===== src/lsrv_pkg.sv =====
`default_nettype none
// ----------------------------------------------------------------------------
// lsrv_pkg: shared types and constants for the stack with remove by value
// Opcodes, status codes, controller states and the command and status
// structs that join the controller to the datapath.
// ----------------------------------------------------------------------------
package lsrv_pkg;

  localparam int unsigned DEPTH_DEF = 128;
  localparam int unsigned DATA_W    = 32;
  localparam int unsigned DEPTH_W   = 8;

  typedef enum logic [1:0] {
    OP_PUSH   = 2'd0,
    OP_POP    = 2'd1,
    OP_REMOVE = 2'd2,
    OP_NONE   = 2'd3
  } op_e;

  typedef enum logic [1:0] {
    ST_OK        = 2'd0,
    ST_OVERFLOW  = 2'd1,
    ST_UNDERFLOW = 2'd2,
    ST_NOTFOUND  = 2'd3
  } status_e;

  typedef enum logic [2:0] {
    S_IDLE,
    S_EXEC,
    S_POP,
    S_SRCH,
    S_SHIFT
  } state_e;

  // read address sources
  typedef enum logic [1:0] {
    RA_TOP,
    RA_PTR_DN,
    RA_PTR_UP1,
    RA_PTR_UP2
  } rsel_e;

  // write address and data source: push at the top, or shift one place down
  typedef enum logic {
    WA_PUSH,
    WA_SHIFT
  } wsel_e;

  typedef enum logic [1:0] {
    PTR_HOLD,
    PTR_TOP,
    PTR_DEC,
    PTR_INC
  } ptr_e;

  typedef enum logic [1:0] {
    OV_ZERO,
    OV_RDATA,
    OV_VALUE
  } ovsel_e;

  typedef struct packed {
    logic    latch;
    logic    mem_we;
    wsel_e   wsel;
    logic    rd_en;
    rsel_e   rsel;
    ptr_e    ptr_op;
    logic    cnt_inc;
    logic    cnt_dec;
    logic    out_load;
    status_e out_status;
    ovsel_e  ov_sel;
  } cmd_t;

  typedef struct packed {
    op_e  op;
    logic full;
    logic empty;
    logic match;
    logic ptr_zero;
    logic ptr_top;
    logic nxt_top;
    logic slot_free;
  } stat_t;

endpackage
`default_nettype wire


===== src/lsrv_ctrl.sv =====
`default_nettype none
// ----------------------------------------------------------------------------
// lsrv_ctrl: sequencer for the stack
// Steps push, pop and the downward search and shift of remove, issuing
// one command word to the datapath each cycle.
// ----------------------------------------------------------------------------
module lsrv_ctrl (
  input  wire                  clk_i,
  input  wire                  rst_ni,
  input  wire                  in_valid_i,
  output logic                 in_stall_o,
  input  wire lsrv_pkg::stat_t stat_i,
  output lsrv_pkg::cmd_t       cmd_o
);

  lsrv_pkg::state_e state_q, state_d;

  always_ff @(posedge clk_i or negedge rst_ni) begin
    if (!rst_ni) begin
      state_q <= lsrv_pkg::S_IDLE;
    end else begin
      state_q <= state_d;
    end
  end

  assign in_stall_o = (state_q != lsrv_pkg::S_IDLE);

  always_comb begin
    state_d           = state_q;
    cmd_o             = '0;
    cmd_o.wsel        = lsrv_pkg::WA_PUSH;
    cmd_o.rsel        = lsrv_pkg::RA_TOP;
    cmd_o.ptr_op      = lsrv_pkg::PTR_HOLD;
    cmd_o.out_status  = lsrv_pkg::ST_OK;
    cmd_o.ov_sel      = lsrv_pkg::OV_ZERO;
    case (state_q)
      lsrv_pkg::S_IDLE: begin
        if (in_valid_i) begin
          cmd_o.latch = 1'b1;
          state_d     = lsrv_pkg::S_EXEC;
        end
      end
      lsrv_pkg::S_EXEC: begin
        // hold until the result register can take this transaction
        if (stat_i.slot_free) begin
          case (stat_i.op)
            lsrv_pkg::OP_PUSH: begin
              cmd_o.out_load = 1'b1;
              state_d        = lsrv_pkg::S_IDLE;
              if (stat_i.full) begin
                cmd_o.out_status = lsrv_pkg::ST_OVERFLOW;
              end else begin
                cmd_o.mem_we  = 1'b1;
                cmd_o.wsel    = lsrv_pkg::WA_PUSH;
                cmd_o.cnt_inc = 1'b1;
              end
            end
            lsrv_pkg::OP_POP: begin
              if (stat_i.empty) begin
                cmd_o.out_load   = 1'b1;
                cmd_o.out_status = lsrv_pkg::ST_UNDERFLOW;
                state_d          = lsrv_pkg::S_IDLE;
              end else begin
                cmd_o.rd_en   = 1'b1;
                cmd_o.rsel    = lsrv_pkg::RA_TOP;
                cmd_o.cnt_dec = 1'b1;
                state_d       = lsrv_pkg::S_POP;
              end
            end
            lsrv_pkg::OP_REMOVE: begin
              if (stat_i.empty) begin
                cmd_o.out_load   = 1'b1;
                cmd_o.out_status = lsrv_pkg::ST_NOTFOUND;
                state_d          = lsrv_pkg::S_IDLE;
              end else begin
                cmd_o.rd_en  = 1'b1;
                cmd_o.rsel   = lsrv_pkg::RA_TOP;
                cmd_o.ptr_op = lsrv_pkg::PTR_TOP;
                state_d      = lsrv_pkg::S_SRCH;
              end
            end
            default: begin
              cmd_o.out_load = 1'b1;
              state_d        = lsrv_pkg::S_IDLE;
            end
          endcase
        end
      end
      lsrv_pkg::S_POP: begin
        cmd_o.out_load = 1'b1;
        cmd_o.ov_sel   = lsrv_pkg::OV_RDATA;
        state_d        = lsrv_pkg::S_IDLE;
      end
      lsrv_pkg::S_SRCH: begin
        if (stat_i.match) begin
          if (stat_i.ptr_top) begin
            cmd_o.cnt_dec  = 1'b1;
            cmd_o.out_load = 1'b1;
            cmd_o.ov_sel   = lsrv_pkg::OV_VALUE;
            state_d        = lsrv_pkg::S_IDLE;
          end else begin
            cmd_o.rd_en = 1'b1;
            cmd_o.rsel  = lsrv_pkg::RA_PTR_UP1;
            state_d     = lsrv_pkg::S_SHIFT;
          end
        end else if (stat_i.ptr_zero) begin
          cmd_o.out_load   = 1'b1;
          cmd_o.out_status = lsrv_pkg::ST_NOTFOUND;
          state_d          = lsrv_pkg::S_IDLE;
        end else begin
          cmd_o.rd_en  = 1'b1;
          cmd_o.rsel   = lsrv_pkg::RA_PTR_DN;
          cmd_o.ptr_op = lsrv_pkg::PTR_DEC;
        end
      end
      lsrv_pkg::S_SHIFT: begin
        // entry above the pointer is in the read register: move it down
        cmd_o.mem_we = 1'b1;
        cmd_o.wsel   = lsrv_pkg::WA_SHIFT;
        if (stat_i.nxt_top) begin
          cmd_o.cnt_dec  = 1'b1;
          cmd_o.out_load = 1'b1;
          cmd_o.ov_sel   = lsrv_pkg::OV_VALUE;
          state_d        = lsrv_pkg::S_IDLE;
        end else begin
          cmd_o.rd_en  = 1'b1;
          cmd_o.rsel   = lsrv_pkg::RA_PTR_UP2;
          cmd_o.ptr_op = lsrv_pkg::PTR_INC;
        end
      end
      default: begin
        state_d = lsrv_pkg::S_IDLE;
      end
    endcase
  end

endmodule
`default_nettype wire


===== src/lsrv_dpath.sv =====
`default_nettype none
// ----------------------------------------------------------------------------
// lsrv_dpath: storage and result register for the stack
// Entry memory with one write and one registered read port, entry count,
// walk pointer, latched request and the output register.
// ----------------------------------------------------------------------------
module lsrv_dpath #(
  parameter int unsigned DEPTH = lsrv_pkg::DEPTH_DEF
) (
  input  wire                                 clk_i,
  input  wire                                 rst_ni,
  input  wire  [1:0]                          opcode_i,
  input  wire  signed [lsrv_pkg::DATA_W-1:0]  value_i,
  input  wire lsrv_pkg::cmd_t                 cmd_i,
  output lsrv_pkg::stat_t                     stat_o,
  input  wire                                 out_stall_i,
  output logic                                out_valid_o,
  output logic [1:0]                          status_o,
  output logic signed [lsrv_pkg::DATA_W-1:0]  value_out_o,
  output logic [lsrv_pkg::DEPTH_W-1:0]        depth_out_o
);

  localparam int unsigned AW = $clog2(DEPTH);
  localparam int unsigned CW = $clog2(DEPTH + 1);

  logic signed [lsrv_pkg::DATA_W-1:0] mem [DEPTH];
  logic signed [lsrv_pkg::DATA_W-1:0] rdata_q;
  logic signed [lsrv_pkg::DATA_W-1:0] val_q;
  lsrv_pkg::op_e                      op_q;
  logic [CW-1:0]                      cnt_q, cnt_d;
  logic [AW-1:0]                      ptr_q, ptr_d;
  logic [AW-1:0]                      top_idx;
  logic [AW-1:0]                      raddr, waddr;
  logic signed [lsrv_pkg::DATA_W-1:0] wdata;
  logic                               out_valid_q;

  assign top_idx = AW'(cnt_q - CW'(1));

  always_comb begin
    case (cmd_i.rsel)
      lsrv_pkg::RA_TOP:     raddr = top_idx;
      lsrv_pkg::RA_PTR_DN:  raddr = ptr_q - AW'(1);
      lsrv_pkg::RA_PTR_UP1: raddr = ptr_q + AW'(1);
      lsrv_pkg::RA_PTR_UP2: raddr = ptr_q + AW'(2);
      default:              raddr = top_idx;
    endcase
  end

  always_comb begin
    case (cmd_i.wsel)
      lsrv_pkg::WA_PUSH: begin
        waddr = AW'(cnt_q);
        wdata = val_q;
      end
      lsrv_pkg::WA_SHIFT: begin
        waddr = ptr_q;
        wdata = rdata_q;
      end
      default: begin
        waddr = AW'(cnt_q);
        wdata = val_q;
      end
    endcase
  end

  always_ff @(posedge clk_i) begin
    if (cmd_i.mem_we) begin
      mem[waddr] <= wdata;
    end
    if (cmd_i.rd_en) begin
      rdata_q <= mem[raddr];
    end
  end

  always_ff @(posedge clk_i) begin
    if (cmd_i.latch) begin
      op_q  <= lsrv_pkg::op_e'(opcode_i);
      val_q <= value_i;
    end
  end

  always_comb begin
    cnt_d = cnt_q;
    if (cmd_i.cnt_inc) begin
      cnt_d = cnt_q + CW'(1);
    end else if (cmd_i.cnt_dec) begin
      cnt_d = cnt_q - CW'(1);
    end
  end

  always_comb begin
    case (cmd_i.ptr_op)
      lsrv_pkg::PTR_HOLD: ptr_d = ptr_q;
      lsrv_pkg::PTR_TOP:  ptr_d = top_idx;
      lsrv_pkg::PTR_DEC:  ptr_d = ptr_q - AW'(1);
      lsrv_pkg::PTR_INC:  ptr_d = ptr_q + AW'(1);
      default:            ptr_d = ptr_q;
    endcase
  end

  always_ff @(posedge clk_i or negedge rst_ni) begin
    if (!rst_ni) begin
      cnt_q <= '0;
      ptr_q <= '0;
    end else begin
      cnt_q <= cnt_d;
      ptr_q <= ptr_d;
    end
  end

  // result register: drop the valid once taken, reload on a finished transaction
  always_ff @(posedge clk_i or negedge rst_ni) begin
    if (!rst_ni) begin
      out_valid_q <= 1'b0;
    end else if (cmd_i.out_load) begin
      out_valid_q <= 1'b1;
    end else if (!out_stall_i) begin
      out_valid_q <= 1'b0;
    end
  end

  always_ff @(posedge clk_i) begin
    if (cmd_i.out_load) begin
      status_o    <= cmd_i.out_status;
      depth_out_o <= lsrv_pkg::DEPTH_W'(cnt_d);
      case (cmd_i.ov_sel)
        lsrv_pkg::OV_ZERO:  value_out_o <= '0;
        lsrv_pkg::OV_RDATA: value_out_o <= rdata_q;
        lsrv_pkg::OV_VALUE: value_out_o <= val_q;
        default:            value_out_o <= '0;
      endcase
    end
  end

  assign out_valid_o      = out_valid_q;

  assign stat_o.op        = op_q;
  assign stat_o.full      = (cnt_q == CW'(DEPTH));
  assign stat_o.empty     = (cnt_q == '0);
  assign stat_o.match     = (rdata_q == val_q);
  assign stat_o.ptr_zero  = (ptr_q == '0);
  assign stat_o.ptr_top   = (ptr_q == top_idx);
  assign stat_o.nxt_top   = ((ptr_q + AW'(1)) == top_idx);
  assign stat_o.slot_free = !out_valid_q || !out_stall_i;

endmodule
`default_nettype wire


===== src/lifo_stack_remove_by_value.sv =====
`default_nettype none
// ----------------------------------------------------------------------------
// lifo_stack_remove_by_value: bounded stack with remove by value
// Stack of signed 32-bit entries with push, pop and remove of the topmost
// entry equal to a given value.
// ----------------------------------------------------------------------------
// Usage:
//   The input channel (in_valid_i / in_stall_o) carries opcode_i and value_i;
//   a transaction is taken when valid is high and stall is low. Each one
//   gives exactly one result on the output channel (out_valid_o /
//   out_stall_i) with status, value and depth after the operation.
//   The request is registered, then executed. Push, unused opcode,
//   overflow, underflow and remove on an empty stack finish in the execute
//   step; pop reads the top entry there and loads the result in a pop step
//   after it, as the entry memory has a registered read port. Remove walks
//   down from the top one entry a cycle, then shifts the entries above the
//   match down one a cycle through the same single read and write port; a
//   remove that finds no match walks down to the bottom entry. A new request
//   is taken once the previous one has written its result register.
//   Stall: the result register holds while out_stall_i is high; a following
//   request is accepted and waits in its execute step until the register
//   frees. Reset empties the stack and drops any pending result; entry
//   contents are not cleared.
// ----------------------------------------------------------------------------
module lifo_stack_remove_by_value #(
  parameter int unsigned DEPTH = lsrv_pkg::DEPTH_DEF
) (
  input  wire                                 clk_i,
  input  wire                                 rst_ni,
  input  wire                                 in_valid_i,
  output logic                                in_stall_o,
  input  wire  [1:0]                          opcode_i,
  input  wire  signed [lsrv_pkg::DATA_W-1:0]  value_i,
  output logic                                out_valid_o,
  input  wire                                 out_stall_i,
  output logic [1:0]                          status_o,
  output logic signed [lsrv_pkg::DATA_W-1:0]  value_out_o,
  output logic [lsrv_pkg::DEPTH_W-1:0]        depth_out_o
);

  lsrv_pkg::cmd_t  cmd;
  lsrv_pkg::stat_t stat;

  lsrv_ctrl u_ctrl (
    .clk_i      (clk_i),
    .rst_ni     (rst_ni),
    .in_valid_i (in_valid_i),
    .in_stall_o (in_stall_o),
    .stat_i     (stat),
    .cmd_o      (cmd)
  );

  lsrv_dpath #(
    .DEPTH (DEPTH)
  ) u_dpath (
    .clk_i       (clk_i),
    .rst_ni      (rst_ni),
    .opcode_i    (opcode_i),
    .value_i     (value_i),
    .cmd_i       (cmd),
    .stat_o      (stat),
    .out_stall_i (out_stall_i),
    .out_valid_o (out_valid_o),
    .status_o    (status_o),
    .value_out_o (value_out_o),
    .depth_out_o (depth_out_o)
  );

endmodule
`default_nettype wire

===== config.mk =====
export PLATFORM = sky130hd
export DESIGN_NAME = lifo_stack_remove_by_value
export DESIGN_NICKNAME = d
export VERILOG_FILES = /design/src/lsrv_pkg.sv /design/src/lsrv_ctrl.sv /design/src/lsrv_dpath.sv /design/src/lifo_stack_remove_by_value.sv
export SDC_FILE = /design/constraint.sdc
export NUM_CORES = 2
export LEC_CHECK = 0
export BUFFER_PORTS_ARGS = -buffer_cell sky130_fd_sc_hd__buf_2
export CORE_MARGIN = 8
export CORE_UTILIZATION = 45
export DETAILED_ROUTE_END_ITERATION = 8
export SYNTH_ARGS = -nofsm -noshare
export SYNTH_HDL_FRONTEND = slang
export SYNTH_SLANG_ARGS = --single-unit

===== constraint.sdc =====
create_clock -name clk_i -period 13.15 [get_ports clk_i]
set_clock_uncertainty 0.15 [all_clocks]
set_input_delay 3.2875 -clock clk_i [delete_from_list [all_inputs] [get_ports clk_i]]
set_output_delay 3.2875 -clock clk_i [all_outputs]
set_load 0.1 [all_outputs]

After elaboration in Yosys (flattened, before gate mapping). Memories as Yosys holds them, arrays and structs flattened. A register that Yosys moved wholly into a read port is not among the register bits. Index checks and enable logic that the tools add are counted.

Input port bits: 38. Logic and storage cells: 110. Memories kept: 1. Register bits: 95. Memory bits (writable): 4096.

Memory list: u_dpath.mem (words 128, bits a word 32, read ports 1, clocked after Yosys merged registers in 1, write ports 1, line lsrv_dpath.sv:26) `logic signed [lsrv_pkg::DATA_W-1:0] mem [DEPTH];`.

Eq/ne operators: 23. Bitwise logic cells: 1. Multiplexer cells: 60. $add $sub $neg: 5. Reduce and logical (&&, ||, !) cells: 11.

Operators with widths (number): $pmux W32 S2 (2); $mux W3 (12); $eq A32 B32 Y1 (1); $pmux W7 S4 (1); $mux W2 (12); $pmux W7 S3 (1); $mux W8 (2); $mux W5 (3); $pmux W5 S3 (1); $eq A7 B7 Y1 (2); $mux W1 (14); $pmux W7 S2 (1); $eq A2 B2 Y1 const B (6); $mux W12 (1); $pmux W2 S2 (3); $pmux W2 S3 (2); $pmux W3 S4 (1); $add A8 B1 Y8 const B (1); $eq A2 B1 Y1 const B (4); $eq A8 B8 Y1 const B (1); $logic_not A8 Y1 (1); $sub A8 B1 Y8 const B (1); $add A7 B1 Y7 const B (1); $add A7 B2 Y7 const B (1); other kinds (19) (25).

Depth between registers and ports, before layout.
Word-level depth: 7. Gate-level depth with buffers: 24. Mapped depth without buffers: 15.

Modules after synthesis. From an unflattened synthesis, not the netlist that was laid out.

Cell total of the unflattened synthesis: 9583. Area total of the unflattened synthesis: 165307.3 µm².

By module, submodules not included: lsrv_dpath (instances 1, area each 164893.1 µm², cells each 9532); lsrv_ctrl (instances 1, area each 414.1 µm², cells each 51).

Worst setup path after synthesis. OpenSTA, ideal clock, no wires.

Path kind: input port to flip-flop. Start point: in out_stall_i. End point: mem u_dpath.mem[46][0] in the netlist's numbering, enable pin. Data arrival time: 6.147 ns. Slack: 6.432 ns. Stages: 8. Library setup time: 0.421 ns. Cell sequence: a21oi_1 -> and3_1 -> clkbuf_1 -> nand2_1 -> o32ai_1 -> nand2_1 -> clkbuf_1 -> nor2_1.

Cells in the longest elaborated chain, start to end: 6. Elaborated cells on any way between the ends: 8.

RTL lines: start, declared (line lifo_stack_remove_by_value.sv:35) `input wire out_stall_i,`; $logic_not A1 Y1 *; $logic_or A1 B1 Y1 * (line lsrv_dpath.sv:144) `assign stat_o.slot_free = !out_valid_q || !out_stall_i;`; $mux W12 * (line lsrv_ctrl.sv:45) `if (stat_i.slot_free) begin`; $pmux W2 S2 * (line lsrv_ctrl.sv:36) `case (state_q)`; $not A1 Y1 or $mux W1 (tied branches) (line lsrv_dpath.sv:50, lsrv_dpath.sv:67); $pmux W7 S2 or $mux W1 (tied branches) (line lsrv_dpath.sv:50, lsrv_dpath.sv:68); end, declared (line lsrv_dpath.sv:26).

Every way passes the cells marked *; elsewhere a longest branch is shown, timed or not.

Final worst setup path.
Start point: reg u_dpath.cnt_q[0]. End point: reg u_dpath.rdata_q[15] in the netlist's numbering, read port of u_dpath.mem, data pin.

Cells in the longest elaborated chain, start to end: 7. Elaborated cells on any way between the ends: 17.

RTL lines: start, declared (line lsrv_dpath.sv:30) `logic [CW-1:0] cnt_q, cnt_d;`; start signal, assigned (line lsrv_dpath.sv:106) `cnt_q <= cnt_d;`; $sub A8 B1 Y8; $eq A7 B7 Y1 (line lsrv_dpath.sv:142) `assign stat_o.ptr_top = (ptr_q == top_idx);`; $mux W3 (line lsrv_ctrl.sv:96) `if (stat_i.ptr_top) begin`; $mux W3 (line lsrv_ctrl.sv:95) `if (stat_i.match) begin`; $pmux W5 S3 (line lsrv_ctrl.sv:36); $eq A2 B2 Y1 (tied with other cells) (line lsrv_dpath.sv:40) `case (cmd_i.rsel)`; $pmux W7 S4 (line lsrv_dpath.sv:40); end, declared (line lsrv_dpath.sv:27) `logic signed [lsrv_pkg::DATA_W-1:0] rdata_q;`.

Parallel ways exist; a longest one is shown, timed or not. A chain may end at the register's enable or synchronous reset.

==> flow_metrics.tcl <==
set metrics [dict create \
    ys_seq_elements 4223 \
    placement_rows 223 \
    grt_pass1_vias 95200 \
    drt_iter0_drc 16800 \
    synth.largest_area_cell "sky130_fd_sc_hd__edfxtp_1" \
    die_w_um 623 \
    crit_buf_inv 4 \
    dp.final_hpwl_um 311000 \
    worst_path_dominant_cell_family "compound AO/OA/AOI/OAI gates" \
    cp-endpoint "u_dpath.rdata_q[15]" \
    post-route-cell-area_sq_um 187000 \
    max_stage_delay_ps 830 \
    ios 82 \
    vias_per_cell 6.43 \
    rsz_0062_raised_after_global_routing "false" \
    worst_r2r_endpoint "u_dpath.rdata_q[15]" \
    cts-root-to-sink-buffers 4 \
    crit_path_start "u_dpath.cnt_q[0]" \
    fin_tns_setup_ps 0 \
    timing.critical_path.from_type "flop" \
    power_per_cell_area_nw_per_um2 265 \
    asyncSetResetFlopFracSynth 0.00450 \
    grt_first_pass_wirelength_um 759000 \
    layout_min_cycle_time_ps 9830 \
    fmaxAchievable_mhz 102 \
    netlist_top_cells_area "sky130_fd_sc_hd__edfxtp_1 76%, sky130_fd_sc_hd__mux4_2 5.8%, sky130_fd_sc_hd__nand2_1 4.8%, sky130_fd_sc_hd__nand3_1 2.4%, sky130_fd_sc_hd__mux2i_1 0.93%" \
    arrival_ps 10360 \
    status "complete, but fails checks" \
    htree_levels 5 \
    yosys.cell_types.count 97 \
    postSynthNetCount 10300 \
    max_cap_violation_count 3 \
    final_critical_path_setup_slack_ps 3320 \
    yosysTopAreaCellShare 0.762 \
    report.final.setup_viol 0 \
    cp_data_required_time_ps 13680 \
    initial_utilization 0.451 \
    synth_edf_count 4204 \
    core_area_sq_um 368000 \
    synth_sequential_area_ratio 0.765 \
    globalRouteTotalUtil 0.275 \
    layout-drive-gt1-share 0.155 \
    detail_route.wl_per_cell_um 35.2 \
    worstPathMaxFanout 75 \
    failed_checks "max-capacitance violations, max-slew violations" \
    worst-slew-pin-transition_ps 1700 \
    end_kind "flop" \
    post_cts.repair.setup_buffers 0 \
    gp_congestion 0.906 \
    worstReg2RegStart "u_dpath.cnt_q[0]" \
    timing.critical_path.slowest_stage_cell "sky130_fd_sc_hd__nand3_1" \
    die_height_um 623 \
    path_clk_slew_ps 70 \
    cts_hold_buf 0 \
    placement.io_buffers 81 \
    postSynthAreaPerCell_sq_um 16.1 \
    synth_flop_cell "sky130_fd_sc_hd__edfxtp_1" \
    timing.final.hold_violations 0 \
    worstSkewPairLatency_ps 970 \
    post-place-ws_ps 3570 \
    timing.reg2reg.setup_slack_ps 3320 \
    finalMaxSlewViolations 4 \
    post_dp_cell_area_sq_um 173000 \
    synthToLayoutAreaGrowth_pct 12.7 \
    hold_ws_ps 412 \
    cts_tree "built" \
    cell_breakdown_of_the_critical_path "inv_1 -> ha_1 -> xnor2_1 -> xor2_1 -> nand4bb_1 -> a2111oi_2 -> nor2_2 -> o211ai_4 -> buf_12 -> and2_4 -> buf_4 -> buf_4 -> mux4_2 -> a22o_1 -> a221oi_1 -> nand3_1 -> a211o_1" \
    drt.antenna.violating_nets 0 \
    synthesized_instance_count 10300 \
    grt_start_max_net_pins 136 \
    max-slew-margin-rel -0.139 \
    cellLeakagePower_nw 60.4 \
    clkSinkCount 4223 \
    worstRegToRegCells 17 \
    number_of_antenna_violations_at_the_first_check_in_global_routing 44 \
    routed-via-count 101000 \
    route.final.wire_length_um 552000 \
    finalNetCount 10600 \
    path_depth 17 \
    root_buf_cell "sky130_fd_sc_hd__clkbuf_16" \
    hold_path_class "flop to flop" \
    timing.setup.critical_path_class "flop to flop" \
    mappedNetlistArea_sq_um 166000 \
    drt_pass1_iterations 7 \
    post-route-drc-count 0 \
    tritoncts.num_buffers 413 \
    post_cts_sizing_count 0 \
    path_common_cell "sky130_fd_sc_hd__buf_4" \
    floorplan.die_area_sq_um 388000 \
    total_gr_overflow 0 \
    period_share 0.748 \
    vdd.ir_drop.worst_mv 0.263 \
    ys_warn_count 0 \
]
-- metrics by stage --
step	util	cells	total power, mW
floorplan	-	10300	29.1
global route	0.508	15700	50.9
CTS	0.508	15700	49.1
detailed placement	0.471	14900	37.4
finish	0.508	15700	49.5
global placement	0.471	14900	37.2
-- state kept, by name (all words and copies together), names as in the netlist --
signal	cells
u_ctrl.state_q	3
u_dpath.cnt_q	8
u_dpath.depth_out_o	8
u_dpath.mem	4096
u_dpath.op_q	2
u_dpath.out_valid_o	1
u_dpath.ptr_q	7
u_dpath.rdata_q	32
u_dpath.status_o	2
u_dpath.val_q	32
u_dpath.value_out_o	32
-- Yosys cell counts, drive strengths merged (23+ instances only) --
library cell	n
nor3	34
nor2	285
o21ai	68
clkbuf	184
nand3	798
mux2i	154
a211oi	113
and3	185
a21oi	160
a22oi	180
a31oi	227
xor2	39
a22o	31
a32oi	29
nand2	2129
mux4	425
a221oi	44
o22ai	25
buf	446
o211ai	23
edfxtp	4204
a311oi	59
nand4	152
-- logic make-up after synthesis --
| kind of cell | Yosys count | share of synthesized area |
|---|---|---|
| AO/OA/AOI/OAI | 1090 | 0.0468 |
| AND/OR/NAND/NOR | 3688 | 0.0976 |
| multiplexers | 581 | 0.0672 |
| buffers and inverters | 645 | 0.0194 |
| XOR/XNOR | 56 | 0.00317 |
| adder cells (fa/ha/maj) | 14 | 0.00106 |
| flip-flops | 4223 | 0.765 |
-- metal layers --
metal | track usage | up-vias | part of all wire
met5 | 0 | - | 0.000085
met4 | 0.104 | 8 | 0.044
met3 | 0.0844 | 987 | 0.14
met2 | 0.406 | 6884 | 0.44
met1 | 0.386 | 52400 | 0.38
li1 | - | 40600 | -
-- final cells by class --
class                      count  area (sq um)
inverter                      15          56.3
fill                       29800        181000
antenna                       15          37.5
multi-input combinational   5429         37300
tap                         4837          6050
timing repair buffer         421          3190
sequential                  4223        127000
clock buffer                 497         10800
clock inverter               261          2560
-- power by group --
part / leakage [nW] / switching [mW] / total, mW / internal, mW
Combinational: 15.8 / 15.7 / 21.6 / 5.91
Sequential: 38.0 / 0.225 / 16.1 / 15.9
Clock: 6.54 / 5.10 / 11.8 / 6.72
-- layout by cell type (no fill, tap or decap), types with 16 or more instances in the layout --
cell,count
sky130_fd_sc_hd__o21ai_0,60
sky130_fd_sc_hd__nand3_1,798
sky130_fd_sc_hd__a311oi_1,57
sky130_fd_sc_hd__clkbuf_1,76
sky130_fd_sc_hd__a32oi_1,28
sky130_fd_sc_hd__xor2_1,38
sky130_fd_sc_hd__nor2_1,139
sky130_fd_sc_hd__nand4_1,152
sky130_fd_sc_hd__buf_12,16
sky130_fd_sc_hd__dfrtp_1,19
sky130_fd_sc_hd__a22oi_1,178
sky130_fd_sc_hd__buf_2,81
sky130_fd_sc_hd__nor2_4,137
sky130_fd_sc_hd__a221oi_1,39
sky130_fd_sc_hd__a21oi_1,160
sky130_fd_sc_hd__clkinv_2,81
sky130_fd_sc_hd__edfxtp_1,4204
sky130_fd_sc_hd__o2111ai_1,17
sky130_fd_sc_hd__clkbuf_16,418
sky130_fd_sc_hd__a211oi_1,107
sky130_fd_sc_hd__o211ai_1,21
sky130_fd_sc_hd__mux2i_1,154
sky130_fd_sc_hd__mux4_2,425
sky130_fd_sc_hd__bufinv_16,45
sky130_fd_sc_hd__a31oi_1,226
sky130_fd_sc_hd__buf_4,321
sky130_fd_sc_hd__nand2_4,34
sky130_fd_sc_hd__nor3_1,20
sky130_fd_sc_hd__clkinv_1,99
sky130_fd_sc_hd__nand2_1,2085
sky130_fd_sc_hd__o22ai_1,25
sky130_fd_sc_hd__nor4_1,19
sky130_fd_sc_hd__and3_1,184
sky130_fd_sc_hd__a22o_1,30
-- how the worst min path moves through the flow --
| stage | from | cells past startpoint | to |
|---|---|---|---|
| after floorplan | u_dpath.cnt_q[7] | 1 | u_dpath.cnt_q[7] |
| after global placement | u_dpath.out_valid_o | 2 | u_dpath.out_valid_o |
| after detailed placement | u_dpath.cnt_q[7] | 1 | u_dpath.cnt_q[7] |
| after CTS | u_dpath.cnt_q[7] | 1 | u_dpath.cnt_q[7] |
| after global routing | u_dpath.cnt_q[7] | 1 | u_dpath.cnt_q[7] |
| final | u_dpath.cnt_q[7] | 1 | u_dpath.cnt_q[7] |
Power figures use the tool's default switching activity.
